$ cat src/rtl/base64_byte_encoder_assert.svh
// Assertion macros shared by the encoder modules.
// Each macro expects signals named clk and arst_n in the enclosing module.
`ifndef BASE64_BYTE_ENCODER_ASSERT_SVH
`define BASE64_BYTE_ENCODER_ASSERT_SVH

// The consequent must hold in the same cycle as the antecedent.
`define B64E_ASSERT_SAME(label, ante, cons, msg) \
	label: assert property (@(posedge clk) disable iff (!arst_n) (ante) |-> (cons)) \
		else $error(msg);

// The consequent must hold in the cycle after the antecedent.
`define B64E_ASSERT_NEXT(label, ante, cons, msg) \
	label: assert property (@(posedge clk) disable iff (!arst_n) (ante) |=> (cons)) \
		else $error(msg);

`endif

$ cat src/rtl/b64e_pkg.sv
package b64e_pkg;

	typedef struct packed {
		logic [7:0] data_byte;
		logic       final_byte;
	} in_t;

	typedef struct packed {
		logic [6:0] text_char;
		logic       end_of_text;
	} out_t;

	// One group of three bytes as it travels from the front to the back.
	typedef struct packed {
		logic [23:0] bits;
		logic [1:0]  pad_count;
		logic        last;
	} grp_t;

	localparam logic [6:0] PAD_CHAR = 7'd61;

	localparam logic [1:0] CNT_NONE = 2'd0;
	localparam logic [1:0] CNT_ONE  = 2'd1;
	localparam logic [1:0] CNT_TWO  = 2'd2;

	function automatic logic [6:0] b64_char(input logic [5:0] v);
		logic [6:0] c;
		if (v < 6'd26) begin
			c = 7'(v) + 7'd65;
		end else if (v < 6'd52) begin
			c = 7'(v) + 7'd71;
		end else if (v < 6'd62) begin
			c = 7'(v) - 7'd4;
		end else if (v == 6'd62) begin
			c = 7'd43;
		end else begin
			c = 7'd47;
		end
		return c;
	endfunction

endpackage

$ cat src/rtl/base64_byte_encoder.sv
// Base64 encoder (standard alphabet, '=' padding): one raw byte in per transfer, one
// ASCII character out per transfer. A front stage gathers bytes into groups of three
// and hands each complete or final group to a two-entry queue; a back stage turns each
// group into four characters, one per cycle while the output is drained, into a
// registered output. Bytes are taken one per cycle while the queue has room, and
// characters leave at one per cycle while out_ready is held, so the back stage's
// single character lane sets the pace of a long message. Once its completing byte
// is taken, a group passes through the queue and the group register before its first
// character is registered. The last character of each message carries end_of_text.
module base64_byte_encoder (
	input  logic            clk,
	input  logic            arst_n,
	input  logic            in_valid,
	output logic            in_ready,
	input  b64e_pkg::in_t   in_data,
	output logic            out_valid,
	input  logic            out_ready,
	output b64e_pkg::out_t  out_data
);

	logic           grp_push;
	logic           grp_full;
	logic           grp_pop;
	logic           grp_valid;
	b64e_pkg::grp_t grp_in;
	b64e_pkg::grp_t grp_out;

	b64e_front u_front (
		.clk      (clk),
		.arst_n   (arst_n),
		.in_valid (in_valid),
		.in_ready (in_ready),
		.in_data  (in_data),
		.grp_full (grp_full),
		.grp_push (grp_push),
		.grp_data (grp_in)
	);

	b64e_fifo u_fifo (
		.clk       (clk),
		.arst_n    (arst_n),
		.push      (grp_push),
		.push_data (grp_in),
		.full      (grp_full),
		.pop       (grp_pop),
		.not_empty (grp_valid),
		.pop_data  (grp_out)
	);

	b64e_back u_back (
		.clk       (clk),
		.arst_n    (arst_n),
		.grp_valid (grp_valid),
		.grp_data  (grp_out),
		.grp_pop   (grp_pop),
		.out_valid (out_valid),
		.out_ready (out_ready),
		.out_data  (out_data)
	);

endmodule

$ cat src/rtl/b64e_front.sv
`include "base64_byte_encoder_assert.svh"

module b64e_front (
	input  logic            clk,
	input  logic            arst_n,
	input  logic            in_valid,
	output logic            in_ready,
	input  b64e_pkg::in_t   in_data,
	input  logic            grp_full,
	output logic            grp_push,
	output b64e_pkg::grp_t  grp_data
);

	logic [7:0] pend0_q;
	logic [7:0] pend1_q;
	logic [1:0] cnt_q;
	logic       accept;

	assign in_ready = !grp_full;
	assign accept   = in_valid && in_ready;
	assign grp_push = accept && (cnt_q == b64e_pkg::CNT_TWO || in_data.final_byte);

	always_comb begin
		grp_data.last = in_data.final_byte;
		case (cnt_q)
			b64e_pkg::CNT_NONE: begin
				grp_data.bits      = {in_data.data_byte, 16'h0000};
				grp_data.pad_count = 2'd2;
			end
			b64e_pkg::CNT_ONE: begin
				grp_data.bits      = {pend0_q, in_data.data_byte, 8'h00};
				grp_data.pad_count = 2'd1;
			end
			default: begin
				grp_data.bits      = {pend0_q, pend1_q, in_data.data_byte};
				grp_data.pad_count = 2'd0;
			end
		endcase
	end

	always_ff @(posedge clk or negedge arst_n) begin
		if (!arst_n) begin
			cnt_q <= b64e_pkg::CNT_NONE;
		end else if (accept) begin
			if (grp_push) begin
				cnt_q <= b64e_pkg::CNT_NONE;
			end else begin
				cnt_q <= cnt_q + 2'd1;
			end
		end
	end

	always_ff @(posedge clk) begin
		if (accept && !grp_push) begin
			if (cnt_q == b64e_pkg::CNT_NONE) begin
				pend0_q <= in_data.data_byte;
			end else begin
				pend1_q <= in_data.data_byte;
			end
		end
	end

	`B64E_ASSERT_SAME(a_cnt_range, 1'b1, cnt_q != 2'd3, "pending count out of range")

endmodule

$ cat src/rtl/b64e_fifo.sv
`include "base64_byte_encoder_assert.svh"

module b64e_fifo (
	input  logic            clk,
	input  logic            arst_n,
	input  logic            push,
	input  b64e_pkg::grp_t  push_data,
	output logic            full,
	input  logic            pop,
	output logic            not_empty,
	output b64e_pkg::grp_t  pop_data
);

	b64e_pkg::grp_t mem_q [2];
	logic           wr_ptr_q;
	logic           rd_ptr_q;
	logic [1:0]     count_q;

	assign full      = (count_q == 2'd2);
	assign not_empty = (count_q != 2'd0);
	assign pop_data  = mem_q[rd_ptr_q];

	always_ff @(posedge clk or negedge arst_n) begin
		if (!arst_n) begin
			wr_ptr_q <= 1'b0;
			rd_ptr_q <= 1'b0;
			count_q  <= 2'd0;
		end else begin
			if (push) begin
				wr_ptr_q <= !wr_ptr_q;
			end
			if (pop) begin
				rd_ptr_q <= !rd_ptr_q;
			end
			if (push && !pop) begin
				count_q <= count_q + 2'd1;
			end else if (pop && !push) begin
				count_q <= count_q - 2'd1;
			end
		end
	end

	always_ff @(posedge clk) begin
		if (push) begin
			mem_q[wr_ptr_q] <= push_data;
		end
	end

	`B64E_ASSERT_SAME(a_no_overflow, push, !full, "group queue written while full")
	`B64E_ASSERT_SAME(a_no_underflow, pop, not_empty, "group queue read while empty")

endmodule

$ cat src/rtl/b64e_back.sv
`include "base64_byte_encoder_assert.svh"

module b64e_back (
	input  logic            clk,
	input  logic            arst_n,
	input  logic            grp_valid,
	input  b64e_pkg::grp_t  grp_data,
	output logic            grp_pop,
	output logic            out_valid,
	input  logic            out_ready,
	output b64e_pkg::out_t  out_data
);

	b64e_pkg::grp_t grp_q;
	logic           busy_q;
	logic [1:0]     idx_q;
	logic           ovalid_q;
	b64e_pkg::out_t out_q;
	logic           adv;
	logic [5:0]     slice;
	logic           is_pad;

	// When busy, a character enters the output register if it is empty or being drained.
	assign adv     = busy_q && (!ovalid_q || out_ready);
	assign grp_pop = grp_valid && (!busy_q || (adv && idx_q == 2'd3));

	always_comb begin
		case (idx_q)
			2'd0:    slice = grp_q.bits[23:18];
			2'd1:    slice = grp_q.bits[17:12];
			2'd2:    slice = grp_q.bits[11:6];
			default: slice = grp_q.bits[5:0];
		endcase
	end

	assign is_pad = ({1'b0, idx_q} + {1'b0, grp_q.pad_count}) >= 3'd4;

	always_ff @(posedge clk or negedge arst_n) begin
		if (!arst_n) begin
			busy_q   <= 1'b0;
			idx_q    <= 2'd0;
			ovalid_q <= 1'b0;
		end else begin
			if (grp_pop) begin
				busy_q <= 1'b1;
				idx_q  <= 2'd0;
			end else if (adv) begin
				idx_q <= idx_q + 2'd1;
				if (idx_q == 2'd3) begin
					busy_q <= 1'b0;
				end
			end
			if (adv) begin
				ovalid_q <= 1'b1;
			end else if (out_ready) begin
				ovalid_q <= 1'b0;
			end
		end
	end

	always_ff @(posedge clk) begin
		if (grp_pop) begin
			grp_q <= grp_data;
		end
		if (adv) begin
			out_q.text_char   <= is_pad ? b64e_pkg::PAD_CHAR : b64e_pkg::b64_char(slice);
			out_q.end_of_text <= grp_q.last && (idx_q == 2'd3);
		end
	end

	assign out_valid = ovalid_q;
	assign out_data  = out_q;

	`B64E_ASSERT_SAME(a_reload_at_end, grp_pop && busy_q, adv && idx_q == 2'd3,
		"new group loaded before the current one finished")

endmodule
$ cat config.mk
export PLATFORM = sky130hd
export DESIGN_NAME = base64_byte_encoder
export DESIGN_NICKNAME = d
export VERILOG_FILES = /design/src/rtl/b64e_pkg.sv /design/src/rtl/base64_byte_encoder.sv /design/src/rtl/b64e_front.sv /design/src/rtl/b64e_fifo.sv /design/src/rtl/b64e_back.sv
export VERILOG_INCLUDE_DIRS = /design/src /design/src/rtl
export SDC_FILE = /design/constraint.sdc
export NUM_CORES = 1
export LEC_CHECK = 0
export BUFFER_PORTS_ARGS = -buffer_cell sky130_fd_sc_hd__buf_4
export CELL_PAD_IN_SITES_DETAIL_PLACEMENT = 1
export CELL_PAD_IN_SITES_GLOBAL_PLACEMENT = 1
export CORE_AREA = 8 8 137 139
export CTS_CLUSTER_DIAMETER = 100
export DETAILED_ROUTE_END_ITERATION = 12
export DIE_AREA = 0 0 145 147
export PLACE_DENSITY_LB_ADDON = 0.1
export SLEW_MARGIN = 20
export SYNTH_ARGS = -nofsm -noshare
export SYNTH_HDL_FRONTEND = slang
export SYNTH_SLANG_ARGS = --single-unit
$ cat constraint.sdc
create_clock -name clk -period 5.9 [get_ports clk]
set_input_delay 0 -clock clk [delete_from_list [all_inputs] [get_ports clk]]
set_output_delay 0 -clock clk [all_outputs]
set_load 0.03 [all_outputs]
======== Word level (Yosys, flattened, before mapping) ========
Memory sizes are Yosys's and may differ from the RTL's. A register that Yosys moved wholly into a read port is not among the register bits.
Cells that the tools add are included.
word-level totals
  memories kept ........................... 1
  register bits ........................... 34
  input port bits ......................... 13
  ROM bits ................................ 0
  memory bits (writable) .................. 54
  bits in latches ......................... 0
  logic and storage cells ................. 79
operators by class
  reductions and logical operators ........ 29
  add/subtract/negate cells ............... 8
  multiply operators ...................... 0
  bitwise logic cells ..................... 1
  divide/modulo/power cells ............... 0
  muxes and demuxes ....................... 18
  magnitude comparators ................... 4
  equality and inequality tests ........... 7
  shifts and indexed selects .............. 0
memory list
  name          words  width  read ports  clocked after memory_dff  wr ports  RTL line         text
  u_fifo.mem_q  2      27     1           1                         1         b64e_fifo.sv:14  b64e_pkg::grp_t mem_q [2];
operators with widths
  operator             number
  $pmux 26 s2          1
  $mux 7               3
  $pmux 6 s3           1
  $add 6x7->7 const B  2
  $lt 6x6->1 const B   2
  $mux 2               5
  $reduce_bool 2->1    5
  $logic_and 1x1->1    9
  $eq 2x2->1 const B   4
  $logic_not 1->1      7
  $mux 1               7
  $sub 6x3->7 const B  1
  $add 2x1->2 const B  3
  $eq 6x6->1 const B   1
  $lt 6x5->1 const B   1
  $reduce_and 2->1     3
  $eq 2x1->1 const B   2
  $logic_not 2->1      2
  $add 2x2->3          1
  $ge 3x3->1 const B   1
  $logic_or 1x1->1     3
  $mux 3               1
  $sub 2x1->2 const B  1
  $not 1->1            1

======== Logic depth before layout (Yosys ltp) ========
  depth after elaboration ................. 9
  depth in mapped cells ................... 10
  depth with buffers taken out ............ 10

======== By module ========
Synthesis repeated with hierarchy kept, for this count alone.
unflattened totals
  cells, all modules ...................... 339
  area, all modules ....................... 5136.2 sq um
by module, submodules not included
  module      area each (sq um)  seq. area each (sq um)  cells each  times used
  b64e_fifo   2237.1             1721.7                  100         1
  b64e_back   1906.8             1151.1                  157         1
  b64e_front  992.2              530.5                   82          1

======== Least setup slack after synthesis ========
No wires, ideal clock.
  path type ............................... register to register
  start point ............................. register u_fifo.count_q[0]
  end point ............................... memory u_fifo.mem_q[0][0] (netlist name) (enable)
  period minus slack after synthesis ...... 3.230 ns
  stages on the path, launching flop included .. 4
  slack ................................... 2.670 ns
  path buffers ............................ 0
  library setup time ...................... 0.445 ns
  arrival ................................. 2.785 ns
  data required time ...................... 5.455 ns
  cells stage by stage .................... dfrtp_1 -> nand2b_1 -> nand2_1 -> nor3_1
on the way
  longest elaborated chain between the ends .. 6
RTL lines
  item                          RTL line                   text
  start, declared               b64e_fifo.sv:17            logic [1:0] count_q;
  start signal, assigned        b64e_fifo.sv:36            count_q <= count_q + 2'd1;
  start signal, assigned        b64e_fifo.sv:38            count_q <= count_q - 2'd1;
  $eq 2x2->1                    b64e_fifo.sv:19            assign full = (count_q == 2'd2);
  $logic_not 1->1               b64e_front.sv:19           assign in_ready = !grp_full;
  named net in_ready            base64_byte_encoder.sv:14  output logic in_ready,
  $logic_and 1x1->1             b64e_front.sv:20           assign accept = in_valid && in_ready;
  $logic_and 1x1->1             b64e_front.sv:21           assign grp_push = accept && (cnt_q == b64e_pkg::CNT_TWO || in_data.final_byte);
  $mux 1                        b64e_fifo.sv:44            if (push) begin
  $mux 1 (implied by the code)  b64e_fifo.sv:45            mem_q[wr_ptr_q] <= push_data;
  end, declared                 b64e_fifo.sv:14
The timed path passes the listed nets, and every way through them passes these cells.

======== Final worst setup path ========
  start point ............................. register u_back.idx_q[1]
  end point ............................... register u_back.out_q (netlist bit u_back.out_data[2]), data pin
on the way
  longest elaborated chain between the ends .. 6
  elaborated cells on any way between the ends .. 15
  those cells by class .................... add/sub (4); order compare (4); eq/ne (2); mux (4); reduce/logical (1)
RTL lines
  item                                       RTL line                        text
  start, declared                            b64e_back.sv:16                 logic [1:0] idx_q;
  start signal, assigned                     b64e_back.sv:48                 idx_q <= idx_q + 2'd1;
  $eq 2x2->1 (tied with other cells)         b64e_back.sv:28                 case (idx_q)
  $pmux 6 s3                                 b64e_back.sv:28
  $sub 6x3->7 or $lt 6x6->1 (tied branches)  b64e_pkg.sv:33, b64e_pkg.sv:32
  $mux 7                                     b64e_pkg.sv:32                  end else if (v < 6'd62) begin
  $mux 7                                     b64e_pkg.sv:30                  end else if (v < 6'd52) begin
  $mux 7                                     b64e_pkg.sv:28                  if (v < 6'd26) begin
  end, declared                              b64e_back.sv:18                 b64e_pkg::out_t out_q;
Parallel ways exist; a longest one is shown, timed or not.
A chain may end at the register's enable or synchronous reset.

==> results.tsv <==
stage	metric	value	unit
place	dpl-instance-area	5299	um^2
layout	insertedDiodeCount	0	
drt	drt_iter0_markers	150	
place	post-place-cells	546	
floorplanning	dieWidth	145	um
power_and_ir_drop	worst_ir_drop_vdd	222.7	uV
timing	skew	5.856	ps
setup_path	arrival	2950	ps
timing	layout_min_cycle_time	2787	ps
timing	max-slew-margin-rel	38.10	%
timing	drv_slew	0	
hold_path	hp-class	in -> reg	
power_and_ir_drop	p_switching	1.170	mW
power_and_ir_drop	p_comb_share	34.6	%
floorplanning	io_pins	23	
timing	setup_viol_count_final	0	
clock_tree	clkTransAtPathRegs	50	ps
drt	drt_first_pass_iters	6	
timing	fin_tns_setup	0	ps
yosys	synth_commonest_cells	105 x edfxtp_1, 29 x mux2_2, 16 x a22o_1	
place	numPortBuffers	22	
setup_path	crit_chain	ha_1, mux2i_1, inv_1, ha_1, nor3_1, a21oi_1, o221ai_1, o21a_1	
yosys	yosys_warnings	0	
place	gp_congestion	0.7667	
layout	fill_cells	1716	
timing	worstMarginPinSlew	925.0	ps
clock_tree	htree_levels	4	
global_routing	track_usage	9.977	%
timing	whs	339.1	ps
clock_tree	cts_tree	built	
yosys	synth_seq_cells	115	
power_and_ir_drop	cellLeakagePower	2.169	nW
drt	routedWlPerCell	16.62	um
clock_tree	cts_max_path_buffers	2	
setup_path	cp_data_required_time	6060	ps
power_and_ir_drop	power.clock.fraction	30.2	%
power_and_ir_drop	p_int	2.423	mW
yosys	synthMostInstantiatedCell	edfxtp_1	
floorplanning	row_count	48	
setup_path	crit_fanout	10	
layout	layout.nets	379	
setup_path	r2r_slack	3110	ps
global_routing	grt_max_degree	32	
yosys	avgSynthCellArea	15.99	um^2
layout	fin_util	36.11	%
global_routing	antenna_found_initial	0	
layout	fin_area	6051	um^2
yosys	synth.distinct_cells	43	
global_routing	grt_pass1_vias	2842	
power_and_ir_drop	power.density	593.8	nW/um^2
setup_path	worst_path_most_repeated_cell	ha_1	
timing	max_freq	358.8	MHz
yosys	synth-edff-count	105	
setup_path	crit_type	reg -> reg	
clock_tree	postCtsSetupBuffers	0	
drt	routed_wirelength	9.825	mm
setup_path	start_kind	flip-flop	
drt	viasPerCell	4.519	
timing	hold_viol	0	
run	drv_cap	0	
yosys	netlist.area_leader.share	65.08	%
drt	route.vias.total	2671	
power_and_ir_drop	power_switching_share	32.57	%
yosys	synthFlopType	edfxtp_1	
setup_path	critPathCaptureType	flip-flop	
yosys	yosysSeqAreaShare	70.25	%
yosys	synth_area_leaders	edfxtp_1 65%, mux2_2 6.7%, dfrtp_1 5.2%	
yosys	synth_area_leader_cell	edfxtp_1	
yosys	synthCells	303	
clock_tree	clkLatencyLatePin	410	ps
drt	ant_nets	0	
place	dp_hpwl	6.605	mm
yosys	synthesis.area	4845	um^2
run_status	outcome	complete, no violations	
clock_tree	cts_buffers	17	
layout	drive_gt1_share	26.50	%
yosys	async_flop_share	8.696	%
floorplanning	die_height	147	um
place	place_worst_setup_slack	3064	ps
floorplanning	start_util	28.91	%
power_and_ir_drop	power.total	3.593	mW
clock_tree	clock-sinks	115	
setup_path	max_stage_delay	550	ps
global_routing	grt_overflow_total	0	
timing	fin_ws	3113	ps
yosys	synth_nets	329	
global_routing	grt_pass1_wl	16.01	mm
timing	fin_crit_sh	47.24	%
setup_path	cpMaxStageDelayCell	ha_1	
layout	area_growth	24.90	%
power_and_ir_drop	p_seq_share	35.1	%
floorplanning	core	16760	um^2
timing	rsz0062_at_grt	no	
drt	drc	0	
layout	stdcell_count	591	
clock_tree	cts_root_buffer	clkbuf_16	
floorplanning	dieArea	21320	um^2
==> repair_timing <==
item / 4_1_cts / 5_1_grt
hold endpoints to repair: 79 / 0
hold buffers: 13 / 0
resized for setup: 0 / 0
==> flip-flops by register name, indices dropped and copies added, names as in the netlist <==
| signal | cells |
|---|---|
| u_back.busy_q | 1 |
| u_back.grp_q | 27 |
| u_back.idx_q | 2 |
| u_back.out_data | 8 |
| u_back.out_valid | 1 |
| u_fifo.count_q | 2 |
| u_fifo.mem_q | 54 |
| u_fifo.rd_ptr_q | 1 |
| u_fifo.wr_ptr_q | 1 |
| u_front.cnt_q | 2 |
| u_front.pend0_q | 8 |
| u_front.pend1_q | 8 |
==> area by class of cell <==
class,instances,area (um^2),share of cell area [%]
clock buffer,19,432.9,7.155
multi-input combinational,166,1366,22.58
timing repair buffer,39,325.3,5.376
sequential,115,3403,56.24
tap,225,281.5,4.653
clock inverter,13,188.9,3.122
inverter,14,52.55,0.8685
==> path summary, 6_finish.rpt <==
check	startpoint	endpoint	depth (start not counted)
max in group asynchronous	arst_n	u_back.idx_q[0]$_DFFE_PN0P_	3
worst max-delay path	u_back.idx_q[1]$_DFFE_PN0P_	u_back.out_data[2]$_SDFFCE_PP0P_	8
min in group asynchronous	arst_n	u_front.cnt_q[0]$_DFFE_PN0P_	3
worst min register to register	u_fifo.count_q[1]$_DFFE_PN0P_	u_fifo.count_q[1]$_DFFE_PN0P_	1
worst min-delay path	in_data[8]	u_front.pend1_q[7]$_DFFE_PP_	2
worst max register to register	u_back.idx_q[1]$_DFFE_PN0P_	u_back.out_data[2]$_SDFFCE_PP0P_	8
==> critical path, delay by kind of cell (launching register included) <==
kind | cells | cell delay [ps]
DFF | 1 | 420
adders and majority gates | 2 | 950
muxes | 1 | 450
buffers and inverters | 1 | 180
and+or+nand+nor | 1 | 90
AOI/OAI and AO/OA | 3 | 450
==> cell families (layout without fill, tap and decap cells) <==
group / Yosys count / count (layout) / synth area share [%]
muxes: 39 / 39 / 9.272
AOI/OAI and AO/OA: 52 / 52 / 8.420
xor gates and xnor gates: 6 / 6 / 1.085
adders and majority gates: 13 / 13 / 3.358
buffers and inverters: 22 / 85 / 1.730
DFF: 115 / 115 / 70.25
and+or+nand+nor: 56 / 56 / 5.889
==> power groups by stage <==
stage	Sequential (mW)	Clock, mW	Combinational (mW)
CTS	1.27	1.12	1.27
global route	1.28	1.15	1.39
global placement	1.28	0	1.24
detailed placement	1.28	0	1.26
finish	1.26	1.09	1.24
floorplan	1.32	0	0.866
==> layer usage <==
layer  global-route usage, %  part of all wire (%)  vias up
li1                        -                     -     1272
met1                   12.12                    47     1335
met2                   15.47                    47       48
met3                   3.199                   3.2       16
met4                   5.523                   2.0        0
met5                       0                     0        -
==> placed cells by master (no fill, tap or decap), types with 3 or more instances in the layout <==
| master | instances |
|---|---|
| nand2_1 | 12 |
| xor2_1 | 4 |
| o21ai_0 | 8 |
| dlygate4sd3_1 | 13 |
| mux2i_1 | 5 |
| nor2_1 | 13 |
| edfxtp_1 | 105 |
| ha_1 | 13 |
| nand2b_1 | 4 |
| a22o_1 | 16 |
| and2_1 | 11 |
| a222oi_1 | 6 |
| mux2_2 | 29 |
| nand4_1 | 3 |
| a21oi_1 | 6 |
| buf_4 | 26 |
| dfrtp_1 | 10 |
| inv_1 | 13 |
| clkinv_1 | 3 |
| bufinv_16 | 5 |
| clkinv_2 | 4 |
| mux2_4 | 3 |
| clkbuf_16 | 17 |
Note: power is estimated with default switching activity, not from simulation.
